===== config.mk =====
export PLATFORM = sky130hd
export DESIGN_NAME = midpoint_line_rasterizer_top
export DESIGN_NICKNAME = d
export VERILOG_FILES = /design/src/sv/mlr_pkg.sv /design/src/sv/midpoint_line_rasterizer_top.sv
export SDC_FILE = /design/constraint.sdc
export NUM_CORES = 1
export LEC_CHECK = 0
export ABC_AREA = 0
export ABC_CLOCK_PERIOD_IN_PS = 11900
export BUFFER_PORTS_ARGS = -buffer_cell sky130_fd_sc_hd__buf_2
export CAP_MARGIN = 20
export CORE_UTILIZATION = 40
export DETAILED_ROUTE_END_ITERATION = 7
export SYNTH_ARGS = -nofsm -noshare
export SYNTH_HDL_FRONTEND = slang
export SYNTH_SLANG_ARGS = --single-unit

===== constraint.sdc =====
create_clock -name i_clk -period 11.9 [get_ports i_clk]
set_input_delay 2.38 -clock i_clk [delete_from_list [all_inputs] [get_ports i_clk]]
set_output_delay 2.38 -clock i_clk [all_outputs]
set_load 0.01 [all_outputs]

===== src/sv/mlr_pkg.sv =====
// ----------------------------------------------------------------------------
// mlr_pkg
// Types and constants shared by the midpoint line rasterizer and its checker.
// ----------------------------------------------------------------------------
`default_nettype none

package mlr_pkg;

    // Coordinate width of every endpoint and pixel.
    localparam int COORD_BITS = 12;

    // Width of the decision variable: it spans -2*major .. 2*minor.
    localparam int DEC_BITS = COORD_BITS + 3;

    // Request operation codes.
    localparam logic OP_START = 1'b0;
    localparam logic OP_STEP  = 1'b1;

    // One input request.
    typedef struct packed {
        logic                         op;
        logic signed [COORD_BITS-1:0] x_start;
        logic signed [COORD_BITS-1:0] y_start;
        logic signed [COORD_BITS-1:0] x_end;
        logic signed [COORD_BITS-1:0] y_end;
    } t_in_item;

    // One emitted pixel.
    typedef struct packed {
        logic signed [COORD_BITS-1:0] pixel_x;
        logic signed [COORD_BITS-1:0] pixel_y;
        logic                         last_pixel;
    } t_out_item;

endpackage

`default_nettype wire


===== src/sv/midpoint_line_rasterizer_top.sv =====
// ----------------------------------------------------------------------------
// midpoint_line_rasterizer_top
// Midpoint line rasterizer for all octants, one pixel per request.
// ----------------------------------------------------------------------------
// A start request loads two endpoints and yields the first pixel of the line,
// on the endpoint of smaller x (the second one if the x are equal); each step
// request after it yields the next pixel, and the pixel on the other endpoint
// carries last_pixel. A step while no line is active yields nothing. The line
// state registers feed one add and compare on the decision variable, whose
// result lands in a single output register, so requests may arrive in every
// cycle. o_ready drops only while it holds a pixel the sink has not taken.
`default_nettype none

module midpoint_line_rasterizer_top (
    input  wire logic              i_clk,
    input  wire logic              i_rst_n,
    input  wire logic              i_valid,
    output logic                   o_ready,
    input  wire mlr_pkg::t_in_item i_data,
    output logic                   o_valid,
    input  wire logic              i_ready,
    output mlr_pkg::t_out_item     o_data
);
    import mlr_pkg::*;

    // Line state.
    logic                         r_active,   n_active;
    logic                         r_ymajor,   n_ymajor;
    logic                         r_down,     n_down;
    logic signed [COORD_BITS-1:0] r_cur_x,    n_cur_x;
    logic signed [COORD_BITS-1:0] r_cur_y,    n_cur_y;
    logic signed [COORD_BITS-1:0] r_stop,     n_stop;
    logic        [COORD_BITS-1:0] r_major,    n_major;
    logic        [COORD_BITS-1:0] r_minor,    n_minor;
    logic signed [DEC_BITS-1:0]   r_decision, n_decision;

    // Output register.
    logic      r_out_valid, n_out_valid;
    t_out_item r_out,       n_out;

    // Setup terms for a start request.
    logic                         s_swap;
    logic signed [COORD_BITS-1:0] s_x0, s_y0, s_x1, s_y1;
    logic signed [COORD_BITS:0]   s_dx, s_dy;
    logic        [COORD_BITS-1:0] s_adx, s_ady;
    logic                         s_down, s_ymajor;
    logic        [COORD_BITS-1:0] s_major, s_minor;

    // Step terms.
    logic                         t_minor_step;
    logic signed [DEC_BITS-1:0]   t_two_minor, t_two_major, t_inc;
    logic signed [COORD_BITS-1:0] t_ydir;
    logic signed [COORD_BITS-1:0] t_nx, t_ny;
    logic                         t_last;

    logic accept;

    assign o_ready = !r_out_valid || i_ready;
    assign accept  = i_valid && o_ready;
    assign o_valid = r_out_valid;
    assign o_data  = r_out;

    // Order the endpoints by x and pick the major axis.
    always_comb begin
        s_swap = !(i_data.x_start < i_data.x_end);
        s_x0   = s_swap ? i_data.x_end   : i_data.x_start;
        s_y0   = s_swap ? i_data.y_end   : i_data.y_start;
        s_x1   = s_swap ? i_data.x_start : i_data.x_end;
        s_y1   = s_swap ? i_data.y_start : i_data.y_end;
        s_dx   = {s_x1[COORD_BITS-1], s_x1} - {s_x0[COORD_BITS-1], s_x0};
        s_dy   = {s_y1[COORD_BITS-1], s_y1} - {s_y0[COORD_BITS-1], s_y0};
        s_down = s_dy[COORD_BITS];
        s_adx  = s_dx[COORD_BITS-1:0];
        s_ady  = s_down ? COORD_BITS'(-s_dy) : s_dy[COORD_BITS-1:0];
        s_ymajor = (s_ady > s_adx) || ((s_ady == s_adx) && !s_down);
        s_major  = s_ymajor ? s_ady : s_adx;
        s_minor  = s_ymajor ? s_adx : s_ady;
    end

    // Advance one pixel from the stored state.
    always_comb begin
        t_minor_step = r_decision > 0;
        t_two_minor  = $signed({2'b00, r_minor, 1'b0});
        t_two_major  = $signed({2'b00, r_major, 1'b0});
        t_inc        = t_minor_step ? (t_two_minor - t_two_major) : t_two_minor;
        t_ydir       = r_down ? -COORD_BITS'(1) : COORD_BITS'(1);
        if (r_ymajor) begin
            t_ny   = r_cur_y + t_ydir;
            t_nx   = t_minor_step ? r_cur_x + COORD_BITS'(1) : r_cur_x;
            t_last = t_ny == r_stop;
        end else begin
            t_nx   = r_cur_x + COORD_BITS'(1);
            t_ny   = t_minor_step ? r_cur_y + t_ydir : r_cur_y;
            t_last = t_nx == r_stop;
        end
    end

    // Next state and output selection.
    always_comb begin
        n_active    = r_active;
        n_ymajor    = r_ymajor;
        n_down      = r_down;
        n_cur_x     = r_cur_x;
        n_cur_y     = r_cur_y;
        n_stop      = r_stop;
        n_major     = r_major;
        n_minor     = r_minor;
        n_decision  = r_decision;
        n_out       = r_out;
        n_out_valid = r_out_valid && !i_ready;

        if (accept) begin
            if (i_data.op == OP_START) begin
                n_ymajor    = s_ymajor;
                n_down      = s_down;
                n_cur_x     = s_x0;
                n_cur_y     = s_y0;
                n_stop      = s_ymajor ? s_y1 : s_x1;
                n_major     = s_major;
                n_minor     = s_minor;
                n_decision  = $signed({2'b00, s_minor, 1'b0})
                            - $signed({3'b000, s_major});
                n_active    = (s_adx != '0) || (s_ady != '0);
                n_out       = '{pixel_x: s_x0, pixel_y: s_y0, last_pixel: !n_active};
                n_out_valid = 1'b1;
            end else if (r_active) begin
                n_cur_x     = t_nx;
                n_cur_y     = t_ny;
                n_decision  = r_decision + t_inc;
                n_active    = !t_last;
                n_out       = '{pixel_x: t_nx, pixel_y: t_ny, last_pixel: t_last};
                n_out_valid = 1'b1;
            end
        end
    end

    // Control state.
    always_ff @(posedge i_clk) begin
        if (!i_rst_n) begin
            r_active    <= 1'b0;
            r_out_valid <= 1'b0;
        end else begin
            r_active    <= n_active;
            r_out_valid <= n_out_valid;
        end
    end

    // Line and pixel payload.
    always_ff @(posedge i_clk) begin
        r_ymajor   <= n_ymajor;
        r_down     <= n_down;
        r_cur_x    <= n_cur_x;
        r_cur_y    <= n_cur_y;
        r_stop     <= n_stop;
        r_major    <= n_major;
        r_minor    <= n_minor;
        r_decision <= n_decision;
        r_out      <= n_out;
    end

endmodule

`default_nettype wire


Yosys cells after proc, flatten, opt, wreduce, memory -nomap -nowiden
Cells that the tools add are included.

storage, ports and cells
  memories = 0
  word-level logic and storage cells = 72
  ROM bits = 0
  bits in writable memories = 0
  register bits = 104
  bits of input ports = 53
  bits in latches = 0

cells by class
  divide/modulo/power cells = 0
  multipliers = 0
  equality and inequality tests = 4
  multiplexer cells = 28
  reduce and logical (&&, ||, !) cells = 15
  bitwise gates (word level) = 1
  add/subtract/negate cells = 8
  order comparisons = 3
  shift-type cells = 0

operator list
  cell                   count
  $mux 12                17
  $mux 25                2
  $mux 15                3
  $eq 12x12->1           3
  $reduce_bool 12->1     2
  $add 15x15->15         1
  $gt 15x1->1 const B    1
  $sub 13x12->14         1
  $sub 13x13->14         1
  $sub 12x12->13         1
  $add 12x12->12         1
  $add 12x2->12 const B  1
  $gt 12x12->1           1
  $lt 12x12->1           1
  $neg 12->12            1
  $sub 12x12->12         1
  $mux 1                 6
  $logic_not 1->1        5
  $reduce_and 2->1       2
  $logic_and 1x1->1      3
  $logic_or 1x1->1       3
  $ne 2x1->1 const B     1
  $not 1->1              1

Longest topological paths before layout
  word-level depth = 11
  gate-level depth with buffers = 47
  depth with buffers taken out = 44

Worst setup path after synthesis
No wires, ideal clock.

  path kind = input-to-reg
  start = input i_data[21] (netlist name)
  end = register r_decision[12], data pin
  buffers on the path = 5
  required time = 11.630 ns
  path slack = 1.589 ns
  library setup time = 0.270 ns
  data arrival time = 10.041 ns
  stages on the path = 43
  cells stage by stage = inv_1 > ha_1 > nand4_1 > and2b_1 > buf_2 > nor3_2 > buf_2 > buf_1 > nand2_1 > o22a_1 > ha_1 > o31ai_1 > a21oi_1 > nor2_1 > o211ai_1 > a21boi_0 > o21ai_0 > a211o_1 > (+7 left out) > buf_2 > buf_2 > a21oi_1 > fa_1 > a21o_1 > a21oi_1 > o21bai_1 > a21oi_1 > nor2b_1 > o21a_1 > o21ai_0 > nand2b_1 > a21oi_1 > o21bai_1 > a21oi_1 > xor2_1 > nor2_1 > a21oi_1

between the ends
  cells in the longest elaborated chain, start to end = 11
  elaborated cells between the ends (all ways) = 18
  those cells by class = add/sub (4); order compare (2); eq/ne (1); mux (8); reduce/logical (3)

ends and longest elaborated chain
  what                                                                    RTL line                             RTL
  start: declaration                                                      midpoint_line_rasterizer_top.sv:19   input wire mlr_pkg::t_in_item i_data,
  parallel branches: the longest is 8 deep, another holds $sub 12x12->13  --
  $mux 12 (*)                                                             midpoint_line_rasterizer_top.sv:77   s_minor = s_ymajor ? s_adx : s_ady;
  named net s_minor[0]                                                    midpoint_line_rasterizer_top.sv:47   logic [COORD_BITS-1:0] s_major, s_minor;
  $sub 13x12->14 (*)                                                      midpoint_line_rasterizer_top.sv:122  - $signed({3'b000, s_major});
  $mux 15 (*)                                                             midpoint_line_rasterizer_top.sv:113  if (i_data.op == OP_START) begin
  end signal: assignment                                                  midpoint_line_rasterizer_top.sv:157  r_decision <= n_decision;
  end: declaration                                                        midpoint_line_rasterizer_top.sv:35   logic signed [DEC_BITS-1:0] r_decision, n_decision;

Mark *: on every way through the listed nets, which the timed path passes.
A chain may end at the register's enable or synchronous reset.

Final worst setup path
  start = input i_data[15] (netlist name)
  end = register r_decision[12], data pin

between the ends
  cells in the longest elaborated chain, start to end = 11
  elaborated cells between the ends (all ways) = 18
  those cells by class = add/sub (4); order compare (2); eq/ne (1); mux (8); reduce/logical (3)

ends and longest elaborated chain
  what                                                                    RTL line
  parallel branches: the longest is 9 deep, another holds $sub 12x12->13  --
  $sub 13x12->14 (*)                                                      midpoint_line_rasterizer_top.sv:122
  $mux 15 (*)                                                             midpoint_line_rasterizer_top.sv:113

Every way passes the cells marked *.

==> run_results.csv <==
group,metric,value,unit
sta,rsz0062_at_grt,"false",
drt,ant_nets,0,
synthesis,synthFlopType,"edfxtp_1",
sta,setup_viol,0,
clock_tree,cts_root_buffer,"clkbuf_16",
power,p_leak,4.23,nW
drt,first_pass_iters,5,
clock_tree,numClockSinks,80,
floorplan,die_x,151,um
layout,fin_cells,1389,
synthesis,synth_area_per_cell,8.61,um2
outcome,status,"completed",
drt,drt-initial-drc-count,576,
critical_path,path_class,"in -> reg",
drt,drc_errors,0,
critical_path,critical_path.slowest_cell,"xnor2_1",
sta,finalClockSkew,8.93,ps
drt,via_count,7932,
power,power_density,252,nW/um2
layout,drive_gt1_share,14.2,%
synthesis,synth_edf_count,78,
floorplan,die_h,151,um
layout,diodes,0,
floorplan,initial_core_util,40.9,%
drt,routed_wl,25900,um
global_routing,grt_pass1_wl,39800,um
sta,hold_viol_final,0,
sta,min_period_over_period,93.3,%
global_routing,first_global_vias,7131,
sta,fmax,90.1,MHz
job,drv_cap,0,
synthesis,yosysWarnings,0,
floorplan,die_area,22900,um2
critical_path,crit_fanout,41,
synthesis,ys_seq_area_share,26.7,%
clock_tree,path_clk_slew,60,ps
hold_path,hold_class,"reg -> reg",
floorplan,design.core.area,21800,um2
power,power.total,0.00251,W
floorplan,rows,54,
sta,drv_slew,0,
global_routing,grt_use_total,23.0,%
synthesis,ys_ff_latch,80,
layout,fin_util,45.6,%
critical_path,crit_top_cell,"a21oi_1",
synthesis,synthDistinctLibCells,84,
clock_tree,cts-buffers-inserted,9,
clock_tree,cts_tree,"yes",
drt,wl_per_cell,18.6,um
critical_path,max_stage_delay,590,ps
synthesis,synth_nets,1166,
clock_tree,clk_latency,330,ps
clock_tree,clock_path_buffers,2,
sta,min_period,11100,ps
layout,syn_to_final_growth,11.5,%
clock_tree,cts_setup_buffers,0,
drt,vias_per_cell,5.71,
power,ir_worst_vdd,0.111,mV
global_routing,grt_overflow_total,0,
layout,fill_cells,2123,
clock_tree,cts_htree_levels,3,
floorplan,ios,80,
placement,hpwl,20900,um
critical_path,crit_path_end_kind,"flip-flop",
clock_tree,hold_buffers,0,
critical_path,arrival,11150,ps
clock_tree,ctsResizeCount,0,
critical_path,crit_buf_inv,5,
critical_path,cpLargestDelayFamily,"compound AO/OA/AOI/OAI gates",
sta,tns,0,ps
critical_path,crit_path_start_kind,"input pin",
placement,placed_cells,1373,
global_routing,antenna_found_initial,0,
layout,num-nets-final,1234,
layout,mostFrequentLayoutCells,"83 x nor2_1, 80 x inv_1, 79 x a21oi_1, 79 x buf_2, 78 x edfxtp_1",
synthesis,syn_inst,1036,
sta,worstMarginPinSlew,1070,ps
placement,port_buffers,79,
global_routing,grt_max_degree,65,
synthesis,synth_area,8920,um2
critical_path,required,11950,ps
placement,gp_congestion,0.919,
sta,max-slew-margin-rel,28.6,%
layout,final_common_cell,"nor2_1",
synthesis,ys_async_sr_fraction,0,%
## layer usage
| layer | global-route usage (%) | wire length (um) | vias up |
|---|---|---|---|
| met3 | 2.32 | 1270 | 23 |
| met2 | 34.6 | 11100 | 220 |
| met1 | 34.7 | 13100 | 3757 |
| met5 | 0 | 0 | - |
| met4 | 5.75 | 385 | 0 |
| li1 | - | - | 3932 |
## sequential cells by signal, summed over array words and instances, names as in the netlist
signal,flops
r_decision,15
r_cur_x,12
r_cur_y,12
r_major,12
r_minor,12
r_stop,12
o_data,1
o_valid,1
r_active,1
r_down,1
r_ymajor,1
## through the flow
step / worst slack (ps) / hold slack [ps] / area, um2
6_report: 800 / 545 / 9940
5_1_grt: 156 / 611 / 9940
4_1_cts: 912 / 546 / 9940
3_5_place_dp: 586 / 536 / 9630
3_3_place_gp: 539 / 522 / 9630
2_1_floorplan: 1590 / 507 / 8920
## cells by family (layout without fill, tap and decap cells)
logic type / Yosys count / in the layout / share of synthesized area [%]
fa+ha+maj: 91 / 91 / 12.7
simple gates: 302 / 302 / 17.3
buf+inv: 128 / 201 / 5.72
xor+xnor: 89 / 89 / 8.91
compound gates: 298 / 298 / 23.1
flops: 80 / 80 / 26.7
mux: 48 / 48 / 5.54
## worst register-to-register path, delay by kind of cell (launching register included)
kind | cells | cell delay, ps
compound gates | 14 | 2320
flops | 1 | 450
simple gates | 1 | 380
mux | 1 | 320
fa+ha+maj | 1 | 280
buf+inv | 1 | 230
xor+xnor | 1 | 90
## synth_stat cells (8+ instances only)
library cell  number  area share, %
inv_2              8           0.34
xnor2_1           58            5.7
nor2b_1           17            1.2
mux2i_1           37            4.2
nand2_1           71            3.0
nand3_1           21            1.2
mux2_2            11            1.4
a31oi_1           14           0.98
nor2_1            84            3.5
nor4_1            15            1.1
a21oi_1           79            4.4
edfxtp_1          78             26
maj3_1            14            1.6
and3_1             9           0.63
a211oi_1          16            1.3
nand4_1           13           0.91
inv_1             80            3.4
a21o_1            22            1.9
xor2_1            29            2.8
o21ai_0           50            2.8
o21bai_1          18            1.5
o22ai_1           24            1.7
nand2b_1          27            1.9
buf_2             15           0.84
ha_1              73             10
clkbuf_1          16           0.67
## layout make-up
class / count / area [um2] / share of cell area [%]
Clock buffer: 11 / 233 / 2.34
Clock inverter: 5 / 80.1 / 0.805
Inverter: 89 / 334 / 3.36
Multi-Input combinational cell: 828 / 6040 / 60.8
Sequential cell: 80 / 2380 / 24.0
Tap cell: 280 / 350 / 3.52
Timing Repair Buffer: 96 / 523 / 5.26
## path summary, 6_finish.rpt
check | depth (start not counted) | startpoint | to | slack (ps)
hold / removal | 2 | r_active | r_active | 540
setup / recovery | 42 | i_data[15] | r_decision[12] | 800
setup reg to reg | 19 | r_decision[2] | r_decision[14] | 7600
hold reg to reg | 2 | r_active | r_active | 540
## where the power goes
| part | total (W) | internal [W] | switching (W) |
|---|---|---|---|
| clock network | 0.000294 | 0.000184 | 0.000110 |
| registers | 0.000486 | 0.000442 | 0.0000442 |
| logic | 0.00173 | 0.000714 | 0.00102 |
Power figures use the tool's default switching activity.
